==> config.mk <==
export PLATFORM = sky130hd
export DESIGN_NAME = numeric_token_type_classifier_unit
export DESIGN_NICKNAME = d
export VERILOG_FILES = /design/src/design/ntc_pkg.sv /design/src/design/ntc_recognizers.sv /design/src/design/numeric_token_type_classifier_unit.sv
export SDC_FILE = /design/constraint.sdc
export NUM_CORES = 1
export LEC_CHECK = 0
export BUFFER_PORTS_ARGS = -buffer_cell sky130_fd_sc_hd__buf_2
export CORE_MARGIN = 4
export CORE_UTILIZATION = 61
export DETAILED_ROUTE_END_ITERATION = 7
export GPL_TIMING_DRIVEN = 0
export PLACE_DENSITY = 0.82
export RECOVER_POWER = 50
export SYNTH_ARGS = -nofsm -noshare
export SYNTH_HDL_FRONTEND = slang
export SYNTH_SLANG_ARGS = --single-unit
==> constraint.sdc <==
create_clock -name clk -period 10.7 [get_ports clk]
set_clock_uncertainty 0.1 [all_clocks]
set_input_delay 2.14 -clock clk [delete_from_list [all_inputs] [get_ports clk]]
set_output_delay 2.14 -clock clk [all_outputs]
set_load 0.02 [all_outputs]
==> src/design/ntc_pkg.sv <==
`timescale 1ns / 1ps
`default_nettype none
// ----------------------------------------------------------------------------
// ntc_pkg
// Types and codes shared by the numeric token type classifier modules.
// ----------------------------------------------------------------------------
package ntc_pkg;

  typedef struct packed {
    logic [7:0] character;
    logic       has_char;
    logic       last;
  } in_item_t;

  typedef struct packed {
    logic [1:0] token_type;
    logic [4:0] number_base;
  } out_item_t;

  localparam logic [1:0] TT_INTEGRAL = 2'd0;
  localparam logic [1:0] TT_FLOATING = 2'd1;
  localparam logic [1:0] TT_STRING   = 2'd2;

  localparam logic [4:0] BASE_NONE = 5'd0;
  localparam logic [4:0] BASE_OCT  = 5'd8;
  localparam logic [4:0] BASE_DEC  = 5'd10;
  localparam logic [4:0] BASE_HEX  = 5'd16;

  typedef enum logic [1:0] {
    OCT_START, OCT_ZERO, OCT_ACCEPT, OCT_DEAD
  } oct_state_t;

  typedef enum logic [1:0] {
    DEC_START, DEC_ZERO, DEC_INT, DEC_DEAD
  } dec_state_t;

  typedef enum logic [1:0] {
    HEX_PREFIX, HEX_X, HEX_ACCEPT, HEX_DEAD
  } hex_state_t;

  typedef enum logic [3:0] {
    F_START, F_SIGN, F_ZERO, F_INT, F_DIGS, F_FRAC, F_E, F_ESIGN,
    F_EXP, F_N1, F_NA, F_NAN, F_I1, F_IN, F_INF, F_DEAD
  } flt_state_t;

endpackage
`default_nettype wire

==> src/design/ntc_recognizers.sv <==
`timescale 1ns / 1ps
`default_nettype none
// ----------------------------------------------------------------------------
// ntc_recognizers
// Four token recognizers stepped one character at a time, with the
// classification of the token on its final item.
// ----------------------------------------------------------------------------
module ntc_recognizers
  import ntc_pkg::*;
(
  input  wire logic      clk,
  input  wire logic      rst_n,
  input  wire logic      step,
  input  wire in_item_t  item,
  output out_item_t      result
);

  oct_state_t oct_r, oct_nxt, oct_eff;
  dec_state_t dec_r, dec_nxt, dec_eff;
  hex_state_t hex_r, hex_nxt, hex_eff;
  flt_state_t flt_r, flt_nxt, flt_eff;

  logic [7:0] ch;
  logic [7:0] lc;
  logic       is_dig;
  logic       is_oct;
  logic       is_hex;
  logic       is_sign;
  logic       flt_ok;

  assign ch      = item.character;
  assign lc      = (ch >= 8'h41 && ch <= 8'h5a) ? ch + 8'd32 : ch;
  assign is_dig  = (ch >= 8'h30 && ch <= 8'h39);
  assign is_oct  = (ch >= 8'h30 && ch <= 8'h37);
  assign is_hex  = is_dig || (lc >= 8'h61 && lc <= 8'h66);
  assign is_sign = (lc == 8'h2b) || (lc == 8'h2d);

  // Next state of every recognizer for the current character.
  always_comb begin
    unique case (oct_r)
      OCT_START:            oct_nxt = (ch == 8'h30) ? OCT_ZERO : OCT_DEAD;
      OCT_ZERO, OCT_ACCEPT: oct_nxt = is_oct ? OCT_ACCEPT : OCT_DEAD;
      default:              oct_nxt = OCT_DEAD;
    endcase

    unique case (dec_r)
      DEC_START: begin
        if (ch == 8'h30) dec_nxt = DEC_ZERO;
        else             dec_nxt = is_dig ? DEC_INT : DEC_DEAD;
      end
      DEC_INT: dec_nxt = is_dig ? DEC_INT : DEC_DEAD;
      default: dec_nxt = DEC_DEAD;
    endcase

    // The hex prefix progress is tracked by the decimal recognizer.
    unique case (hex_r)
      HEX_PREFIX: begin
        if (dec_r == DEC_START)     hex_nxt = (lc == 8'h30) ? HEX_PREFIX : HEX_DEAD;
        else if (dec_r == DEC_ZERO) hex_nxt = (lc == 8'h78) ? HEX_X : HEX_DEAD;
        else                        hex_nxt = HEX_DEAD;
      end
      HEX_X, HEX_ACCEPT: hex_nxt = is_hex ? HEX_ACCEPT : HEX_DEAD;
      default:           hex_nxt = HEX_DEAD;
    endcase

    flt_nxt = F_DEAD;
    unique case (flt_r)
      F_START, F_SIGN: begin
        if (flt_r == F_START && is_sign)      flt_nxt = F_SIGN;
        else if (flt_r == F_START && lc == 8'h6e) flt_nxt = F_N1;
        else if (flt_r == F_START && lc == 8'h69) flt_nxt = F_I1;
        else if (lc == 8'h30)                  flt_nxt = F_ZERO;
        else if (is_dig)                       flt_nxt = F_INT;
        else if (lc == 8'h2e)                  flt_nxt = F_FRAC;
        else if (lc == 8'h65)                  flt_nxt = F_E;
      end
      F_ZERO: begin
        if (is_dig)           flt_nxt = F_DIGS;
        else if (lc == 8'h2e) flt_nxt = F_FRAC;
        else if (lc == 8'h65) flt_nxt = F_E;
      end
      F_INT: begin
        if (is_dig)           flt_nxt = F_INT;
        else if (lc == 8'h2e) flt_nxt = F_FRAC;
        else if (lc == 8'h65) flt_nxt = F_E;
      end
      F_DIGS: begin
        if (is_dig)           flt_nxt = F_DIGS;
        else if (lc == 8'h65) flt_nxt = F_E;
      end
      F_FRAC: begin
        if (is_dig)           flt_nxt = F_FRAC;
        else if (lc == 8'h65) flt_nxt = F_E;
      end
      F_E: begin
        if (is_sign)     flt_nxt = F_ESIGN;
        else if (is_dig) flt_nxt = F_EXP;
      end
      F_ESIGN, F_EXP: if (is_dig) flt_nxt = F_EXP;
      F_N1:    if (lc == 8'h61) flt_nxt = F_NA;
      F_NA:    if (lc == 8'h6e) flt_nxt = F_NAN;
      F_I1:    if (lc == 8'h6e) flt_nxt = F_IN;
      F_IN:    if (lc == 8'h66) flt_nxt = F_INF;
      default: flt_nxt = F_DEAD;
    endcase
  end

  // Classification from the states that include this item's character.
  always_comb begin
    oct_eff = item.has_char ? oct_nxt : oct_r;
    dec_eff = item.has_char ? dec_nxt : dec_r;
    hex_eff = item.has_char ? hex_nxt : hex_r;
    flt_eff = item.has_char ? flt_nxt : flt_r;

    flt_ok = (flt_eff == F_START) || (flt_eff == F_SIGN) || (flt_eff == F_ZERO) ||
             (flt_eff == F_INT) || (flt_eff == F_DIGS) || (flt_eff == F_FRAC) ||
             (flt_eff == F_EXP) || (flt_eff == F_NAN) || (flt_eff == F_INF);

    priority if (oct_eff == OCT_ACCEPT) begin
      result = '{token_type: TT_INTEGRAL, number_base: BASE_OCT};
    end else if (dec_eff == DEC_ZERO || dec_eff == DEC_INT) begin
      result = '{token_type: TT_INTEGRAL, number_base: BASE_DEC};
    end else if (hex_eff == HEX_ACCEPT) begin
      result = '{token_type: TT_INTEGRAL, number_base: BASE_HEX};
    end else if (flt_ok) begin
      result = '{token_type: TT_FLOATING, number_base: BASE_NONE};
    end else begin
      result = '{token_type: TT_STRING, number_base: BASE_NONE};
    end
  end

  // The final item of a token returns every recognizer to its start state.
  always_ff @(posedge clk) begin
    if (!rst_n) begin
      oct_r <= OCT_START;
      dec_r <= DEC_START;
      hex_r <= HEX_PREFIX;
      flt_r <= F_START;
    end else if (step) begin
      if (item.last) begin
        oct_r <= OCT_START;
        dec_r <= DEC_START;
        hex_r <= HEX_PREFIX;
        flt_r <= F_START;
      end else if (item.has_char) begin
        oct_r <= oct_nxt;
        dec_r <= dec_nxt;
        hex_r <= hex_nxt;
        flt_r <= flt_nxt;
      end
    end
  end

`ifndef SYNTH
  a_restart: assert property (@(posedge clk) disable iff (!rst_n)
    step && item.last |=> oct_r == OCT_START && dec_r == DEC_START &&
                          hex_r == HEX_PREFIX && flt_r == F_START)
    else $error("recognizers not restarted after final item");

  a_idle_hold: assert property (@(posedge clk) disable iff (!rst_n)
    step && !item.has_char && !item.last |=>
      $stable(oct_r) && $stable(dec_r) && $stable(hex_r) && $stable(flt_r))
    else $error("recognizer state changed on an item without a character");

  a_dead_stays: assert property (@(posedge clk) disable iff (!rst_n)
    !item.last && oct_r == OCT_DEAD && flt_r == F_DEAD |=>
      oct_r == OCT_DEAD && flt_r == F_DEAD)
    else $error("dead recognizer revived inside a token");
`endif

endmodule
`default_nettype wire

==> src/design/numeric_token_type_classifier_unit.sv <==
`timescale 1ns / 1ps
`default_nettype none
// ----------------------------------------------------------------------------
// numeric_token_type_classifier_unit
// Classifies a streamed text token as integral (with base), floating or string.
// ----------------------------------------------------------------------------
// Usage:
//   A token enters on the in_ channel one character per transfer; in_data.last
//   marks its final transfer. A final transfer with has_char clear and no
//   characters before it is the empty token. Transfers without last give no
//   result; each final transfer gives exactly one result on the out_ channel.
//   A transfer taken lands in the input register; when it moves on it steps
//   the recognizers and, if final, its result is captured in the result
//   register that drives out_valid.
//   Throughput: one character per cycle while out_ready stays high; the rate
//   is set by the single input register feeding the recognizer update.
//   When the receiver stalls, the result register holds and the input
//   register fills; in_ready drops once both are occupied.
//   Reset (rst_n low, synchronous) empties both registers and returns all
//   recognizers to their start states.
// ----------------------------------------------------------------------------
module numeric_token_type_classifier_unit
  import ntc_pkg::*;
(
  input  wire logic      clk,
  input  wire logic      rst_n,
  input  wire logic      in_valid,
  output logic           in_ready,
  input  wire in_item_t  in_data,
  output logic           out_valid,
  input  wire logic      out_ready,
  output out_item_t      out_data
);

  logic      s1_valid_r;
  in_item_t  s1_item_r;
  logic      out_valid_r;
  out_item_t out_item_r;
  logic      s1_adv;
  out_item_t result;

  // The staged item moves on whenever the result register is free or draining.
  assign s1_adv   = s1_valid_r && (!out_valid_r || out_ready);
  assign in_ready = !s1_valid_r || s1_adv;

  always_ff @(posedge clk) begin
    if (!rst_n) begin
      s1_valid_r <= 1'b0;
    end else if (in_ready) begin
      s1_valid_r <= in_valid;
    end
  end

  always_ff @(posedge clk) begin
    if (in_valid && in_ready) begin
      s1_item_r <= in_data;
    end
  end

  ntc_recognizers u_recog (
    .clk    (clk),
    .rst_n  (rst_n),
    .step   (s1_adv),
    .item   (s1_item_r),
    .result (result)
  );

  always_ff @(posedge clk) begin
    if (!rst_n) begin
      out_valid_r <= 1'b0;
    end else if (s1_adv && s1_item_r.last) begin
      out_valid_r <= 1'b1;
    end else if (out_ready) begin
      out_valid_r <= 1'b0;
    end
  end

  always_ff @(posedge clk) begin
    if (s1_adv && s1_item_r.last) begin
      out_item_r <= result;
    end
  end

  assign out_valid = out_valid_r;
  assign out_data  = out_item_r;

`ifndef SYNTH
  a_int_base: assert property (@(posedge clk) disable iff (!rst_n)
    out_valid_r && out_item_r.token_type == TT_INTEGRAL |->
      out_item_r.number_base == BASE_OCT || out_item_r.number_base == BASE_DEC ||
      out_item_r.number_base == BASE_HEX)
    else $error("integral result without a valid base");

  a_other_base: assert property (@(posedge clk) disable iff (!rst_n)
    out_valid_r && out_item_r.token_type != TT_INTEGRAL |->
      out_item_r.number_base == BASE_NONE)
    else $error("non-integral result with a nonzero base");

  a_drain: assert property (@(posedge clk) disable iff (!rst_n)
    out_valid_r && out_ready && !(s1_adv && s1_item_r.last) |=> !out_valid_r)
    else $error("result repeated after its transfer");
`endif

endmodule
`default_nettype wire

==> summary.txt, run 1 <==
Status
  • Status: finished, final reports clean

Power and ir drop
  • Power density over the cells: approximately 96 nW/um2
  • Lkg Pwr: approximately 0.00085 uW
  • Worst VDD drop: roughly 0.090 mV

Setup path
  • Type of origin of the critical path: input pin
  • Crit path DAT: between 2000 and 3000 ps
  • Worst Setup End Kind: output pin
  • R2R depth: 10
  • CP required: 8460 ps
  • Reg2reg setup slack: 6670 ps
  • Worst R2R Start: s1_item_r[2]
  • Worst-path fanout max: 3
  • Worst R2R End: out_data[6]
  • Kind of critical path: in -> out

Hold path
  • Min-Delay Path Depth: 2
  • Hold_sp: u_recog.dec_r[1]
  • Worst hold path type: reg -> reg
  • Hold path endpoint: u_recog.dec_r[1]

Clock network
  • # hold bufs at CTS: 0
  • Setup Fix Bufs, Post-CTS: 0
  • Clock-pin slew on the worst setup and hold paths: approximately 130 ps
  • Clock sinks: 27
  • PostCTS Resize Cnt: 0
  • Htree depth: 1
  • Clock Tree Buf Depth: 2
  • CTS tree: built
  • Clock latency on the worst-skew pair: ~330 ps
  • Root Buffer: clkbuf_4
  • Inserted Clock Buffers: 3

Synth
  • Post-synthesis sequential area ratio: around a third
  • Async S/R FF share, synth: 0%
  • Cell count after synthesis: ~240
  • #FFs+latches synth: 27
  • Dominant cell type by area after synthesis: edfxtp_1
  • Post-synth EDFFs: 15
  • Primary FF master, synth: edfxtp_1
  • Yosys warning total: 0
  • Synth top area share: 21.2%
  • Ranking of synthesized cells by area: edfxtp_1, dfxtp_1, ha_1
  • Cell variety after synth: 70
  • Syn avg cell area: 8.92 um2
  • Netlist Area Pre-Place: roughly 2100 um2

Timing
  • Slew headroom: between 30 and 40%
  • Final Max Tran Viols: 0
  • Final Hold Viols: 0
  • Fin crit period: between 4000 and 5000 ps
  • Fmax: about 0.21 GHz
  • Fin crit share: 45.1%
  • Unrepaired setup endpoints after global routing: false
  • Setup TNS: 0 ps
  • Setup ws final: around 5900 ps
  • Final Setup Violations: 0
  • Slew @ Worst Pin: ~1000 ps

Floorplan
  • I/O Pins: 23
  • Rows: 21
  • Die Wd: roughly 67 um
  • Core outline area: roughly 3300 um2
  • Die ar.: ~4500 um2
  • Die span in y: between 60 and 70 um
  • Starting Density: between 60% and 70%

GRT
  • Antenna violations before repair: 0
  • Gr usage total: around a quarter
  • Largest net degree at the start of global routing: 15
  • Number of global-route vias before repair: around 1700
  • Remaining Overflow, GRT: 0
  • First-pass GRT wire length: 8210 um

Cells and area
  • Antenna cells: 0
  • Area Overhead vs Synth: 7.61%
  • Area of the multi-input gates: 1270 um2
  • Post-layout net count: 285
  • Share of layout cells above drive strength 1: around 18%
  • Most common cell after layout, fill and taps aside: buf_2
  • FF+latch area: 691 um2
  • Most frequent cells in the layout: buf_2, nor2_1, nand2_1, edfxtp_1, inv_1
  • Filler Cells Inserted: approximately 300

Routing
  • Wirelength per Cell: 15.7 um
  • Antenna Nets Post-Route: 0
  • DRT Wirelength: between 4000 and 5000 um
  • DRC Markers: 0
  • Drt pass-1 iters: 4
  • Vias per cell: ~6.3
  • Vias: between 1500 and 2000
  • Initial DRC count: approximately 260

Placed design
  • Hpwl dp: 3730 um
  • Buffers added on ports: 20
  • Worst slack at placement: between 5000 and 6000 ps
  • Final RePlAce weighted congestion: 0.928

Flow run
  • Max_cap viols: 0
==> layout make-up <==
cell class / instances / share of cell area, %
clock buffer: 4 / 1.15
inverter: 15 / 2.47
timing repair buffer: 20 / 4.38
tap: 46 / 2.52
buffer: 16 / 3.67
sequential: 27 / 30.2
multi-input combinational: 181 / 55.6
==> Yosys cell counts, types with 4 or more instances <==
library cell,n
nand2_1,16
a22oi_1,5
ha_1,7
nand2b_1,6
nor2_1,19
and2_1,6
dfxtp_1,12
nand4_1,4
a211oi_1,4
a31oi_1,6
buf_2,4
clkbuf_1,7
inv_1,14
edfxtp_1,15
o21ai_0,8
a21oi_1,11
nor2b_1,10
nor3_1,10
==> where the power goes <==
part           switching (uW)  total (uW)  leakage (uW)  internal, uW
Clock                    28.8        43.4     0.0000150          14.6
Sequential               4.36         120      0.000242           115
Combinational            33.9        57.0      0.000594          23.2
==> registers in the layout, indices dropped and copies added (netlist names) <==
register,count
out_data,5
out_valid,1
s1_item_r,10
s1_valid_r,1
u_recog.dec_r,2
u_recog.flt_r,4
u_recog.hex_r,2
u_recog.oct_r,2
==> metrics by stage <==
stage | hold slack, ps | utilization [%] | power, uW | cells | area, um2
CTS | 432 | 69.2 | 221 | 309 | 2310
global placement | 406 | 68.4 | 177 | 305 | 2280
finish | 438 | 68.4 | 220 | 309 | 2280
floorplan | 365 | - | 165 | 239 | 2130
global route | 496 | 68.4 | 232 | 309 | 2280
detailed placement | 412 | 68.4 | 179 | 305 | 2280
==> kinds of logic after synthesis <==
family	after synthesis	share of synthesized area [%]
adders and majority gates	7	4.13
xor gates and xnor gates	2	0.826
and+or+nand+nor	95	26.1
AOI/OAI and AO/OA	70	27.2
buffers and inverters	31	6.60
other	1	0.177
muxes	5	2.48
DFF	27	32.5
==> worst max-delay path by stage <==
stage,start,to,cells past startpoint
2_1_floorplan,out_ready,in_ready,1
3_3_place_gp,out_ready,in_ready,3
3_5_place_dp,out_ready,in_ready,3
4_1_cts,out_ready,in_ready,3
5_1_grt,out_ready,in_ready,3
6_report,out_ready,in_ready,3
==> metal layers <==
metal / up-vias / track usage (%) / share of wire (%)
met5: - / 0 / 0
met4: 0 / 8.10 / 2.0
met3: 14 / 3.20 / 5.9
met2: 76 / 38.5 / 46
met1: 904 / 32.7 / 46
li1: 940 / - / -
==> worst max-delay path: stages <==
cell	delay (ps)
buf_2	100
nand3b_1	170
buf_2	170
(Power assumes the default switching activity.)
==> inputs of run 2 (changes only) <==
--- a/config.mk
+++ b/config.mk
@@ -7,10 +7,10 @@
 export LEC_CHECK = 0
 export BUFFER_PORTS_ARGS = -buffer_cell sky130_fd_sc_hd__buf_2
 export CORE_MARGIN = 4
-export CORE_UTILIZATION = 61
+export CORE_UTILIZATION = 53
 export DETAILED_ROUTE_END_ITERATION = 7
 export GPL_TIMING_DRIVEN = 0
-export PLACE_DENSITY = 0.82
+export PLACE_DENSITY = 0.76
 export RECOVER_POWER = 50
 export SYNTH_ARGS = -nofsm -noshare
 export SYNTH_HDL_FRONTEND = slang
==> constraint.sdc (replaced) <==
create_clock -name clk -period 4.14 [get_ports clk]
set_clock_uncertainty 0.1 [all_clocks]
set_input_delay 0.828 -clock clk [delete_from_list [all_inputs] [get_ports clk]]
set_output_delay 0.828 -clock clk [all_outputs]
set_load 0.02 [all_outputs]
==> summary.txt, run 2 (synthesized netlist as in run 1, its figures left out) <==
Power and ir drop
  • NetSw: roughly 180 uW
  • Power density over the cells: ~260 nW/um2
  • P_int: ~430 uW
  • Total power: approximately 600 uW
  • Logic pwr share: 24.5%
  • Lkg Pwr: roughly 0.00086 uW
  • Worst VDD drop: around 0.21 mV
  • Switching share of power: ~29%
  • Clock share of power: 24.1%
  • Flop pwr share: 51.3%

Timing
  • Slew headroom: between 60 and 70%
  • Final Max Tran Viols: 0
  • Setup TNS: 0 ps
  • Fin crit share: around 92%
  • Unrepaired setup endpoints after global routing: false
  • Fmax: roughly 0.26 GHz
  • Slew @ Worst Pin: approximately 580 ps
  • Final Setup Violations: 0
  • Final Hold Viols: 0
  • Fin crit period: roughly 3800 ps

Setup path
  • Worst R2R Start: s1_item_r[7]
  • Critical-path top delay cell: edfxtp_1
  • Crit. path cell count: 12
  • Reg2reg setup slack: approximately 320 ps
  • Worst-path fanout max: 10
  • R2R depth: 12
  • Worst Setup End Kind: flop
  • Worst R2R End: out_data[6]
  • Kind of critical path: reg -> reg
  • CP required: approximately 4000 ps
  • CP bufs+invs: 2
  • Crit path DAT: between 3000 and 4000 ps
  • Worst path max stage delay: ~470 ps
  • CP cell instances: buf_1, inv_1, ha_1, nor3b_1, a22oi_4, nor3_1, a21oi_1, o211a_1, a2111oi_2, o21ai_0, nand2b_1, and3b_1
  • Type of origin of the critical path: flop
  • Top cell family by delay on the critical path: compound AO/OA/AOI/OAI gates

Hold path
  • Hold_sp: u_recog.dec_r[1]
  • Worst hold path type: reg -> reg
  • Min-Delay Path Depth: 2
  • Hold path endpoint: u_recog.dec_r[1]

Placed design
  • Buffers added on ports: 20
  • Hpwl dp: about 3600 um
  • Post-Place Cells: 307
  • Final RePlAce weighted congestion: approximately 0.94

Floorplan
  • Rows: 22
  • Die Wd: 71.3 um
  • Die span in y: 71.3 um
  • Core outline area: roughly 3800 um2
  • I/O Pins: 23
  • Die ar.: 5080 um2
  • Starting Density: roughly 56%

Cells and area
  • Most common cell after layout, fill and taps aside: buf_2
  • Filler Cells Inserted: around 320
  • Final std cells w/o fill: approximately 310
  • Largest reg by FF count: s1_item_r
  • FF+latch area: about 690 um2
  • Area of the multi-input gates: between 1000 and 1500 um2
  • Area Overhead vs Synth: 9.91%
  • Most frequent cells in the layout: buf_2, nor2_1, nand2_1, edfxtp_1, inv_1
  • Number of flip-flops in the largest register: 10
  • Antenna cells: 0
  • Post-layout net count: 285
  • Share of layout cells above drive strength 1: roughly a fifth

Clock network
  • Clock Tree Buf Depth: 2
  • Inserted Clock Buffers: 3
  • Root Buffer: clkbuf_8
  • Setup Fix Bufs, Post-CTS: 0
  • CTS tree: built
  • Clock-pin slew on the worst setup and hold paths: around 90 ps
  • Htree depth: 1
  • Clock sinks: 27
  • PostCTS Resize Cnt: 0
  • # hold bufs at CTS: 0
  • Clock latency on the worst-skew pair: between 200 and 300 ps

Status
  • Status: finished, final reports clean

GRT
  • Remaining Overflow, GRT: 0
  • Gr usage total: around a fifth
  • Number of global-route vias before repair: 1791
  • First-pass GRT wire length: between 7000 and 8000 um
  • Antenna violations before repair: 0
  • Largest net degree at the start of global routing: 16

Routing
  • Wirelength per Cell: 15.0 um
  • Drt pass-1 iters: 4
  • Initial DRC count: between 100 and 150
  • Antenna Nets Post-Route: 0
  • DRT Wirelength: about 4700 um
  • Vias per cell: 6.12
  • DRC Markers: 0
  • Vias: 1903

Flow run
  • Max_cap viols: 0
-- run 2: through the flow --
stage	util (%)	cell area, um2	setup slack [ps]	hold slack (ps)
5_1_grt	61.8	2330	122	477
2_1_floorplan	-	2130	741	365
4_1_cts	61.8	2330	328	427
3_5_place_dp	60.6	2290	314	410
3_3_place_gp	60.6	2290	367	395
6_report	61.8	2330	322	436
-- run 2: tightest hold or removal path, cell delays in order (launching register included) --
cell     delay, ps
dfxtp_1        350
inv_1           90
a21oi_1         60
-- run 2: how the worst max path moves through the flow --
stage / start / slack [ps] / endpoint
after global routing: s1_item_r[7] / 120 / out_data[6]
after CTS: s1_item_r[7] / 330 / out_data[6]
after global placement: s1_item_r[7] / 370 / out_data[6]
after floorplan: s1_item_r[7] / 740 / out_data[6]
final: s1_item_r[7] / 320 / out_data[6]
after detailed placement: s1_item_r[7] / 310 / out_data[6]
-- run 2: routing by layer --
metal / global-route usage (%) / wire, um / vias to the layer above
li1: - / - / 945
met1: 26.9 / 2170 / 888
met2: 28.9 / 2150 / 59
met3: 2.95 / 273 / 11
met4: 7.10 / 88 / 0
met5: 0 / 0 / -
-- run 2: layout make-up --
class                           instances  area share (%)
Buffer                                 16            3.59
Clock buffer                            3            1.77
Clock inverter                          1           0.215
Inverter                               15            2.41
Multi-Input combinational cell        181            55.5
Sequential cell                        27            29.6
Tap cell                               48            2.58
Timing Repair Buffer                   20            4.29
-- run 2: power by group through the flow --
stage | sequential, uW | combinational (uW) | clock (uW)
finish | 309 | 148 | 145
global route | 311 | 164 | 161
CTS | 309 | 147 | 148
detailed placement | 315 | 146 | 0
global placement | 315 | 144 | 0
floorplan | 316 | 111 | 0
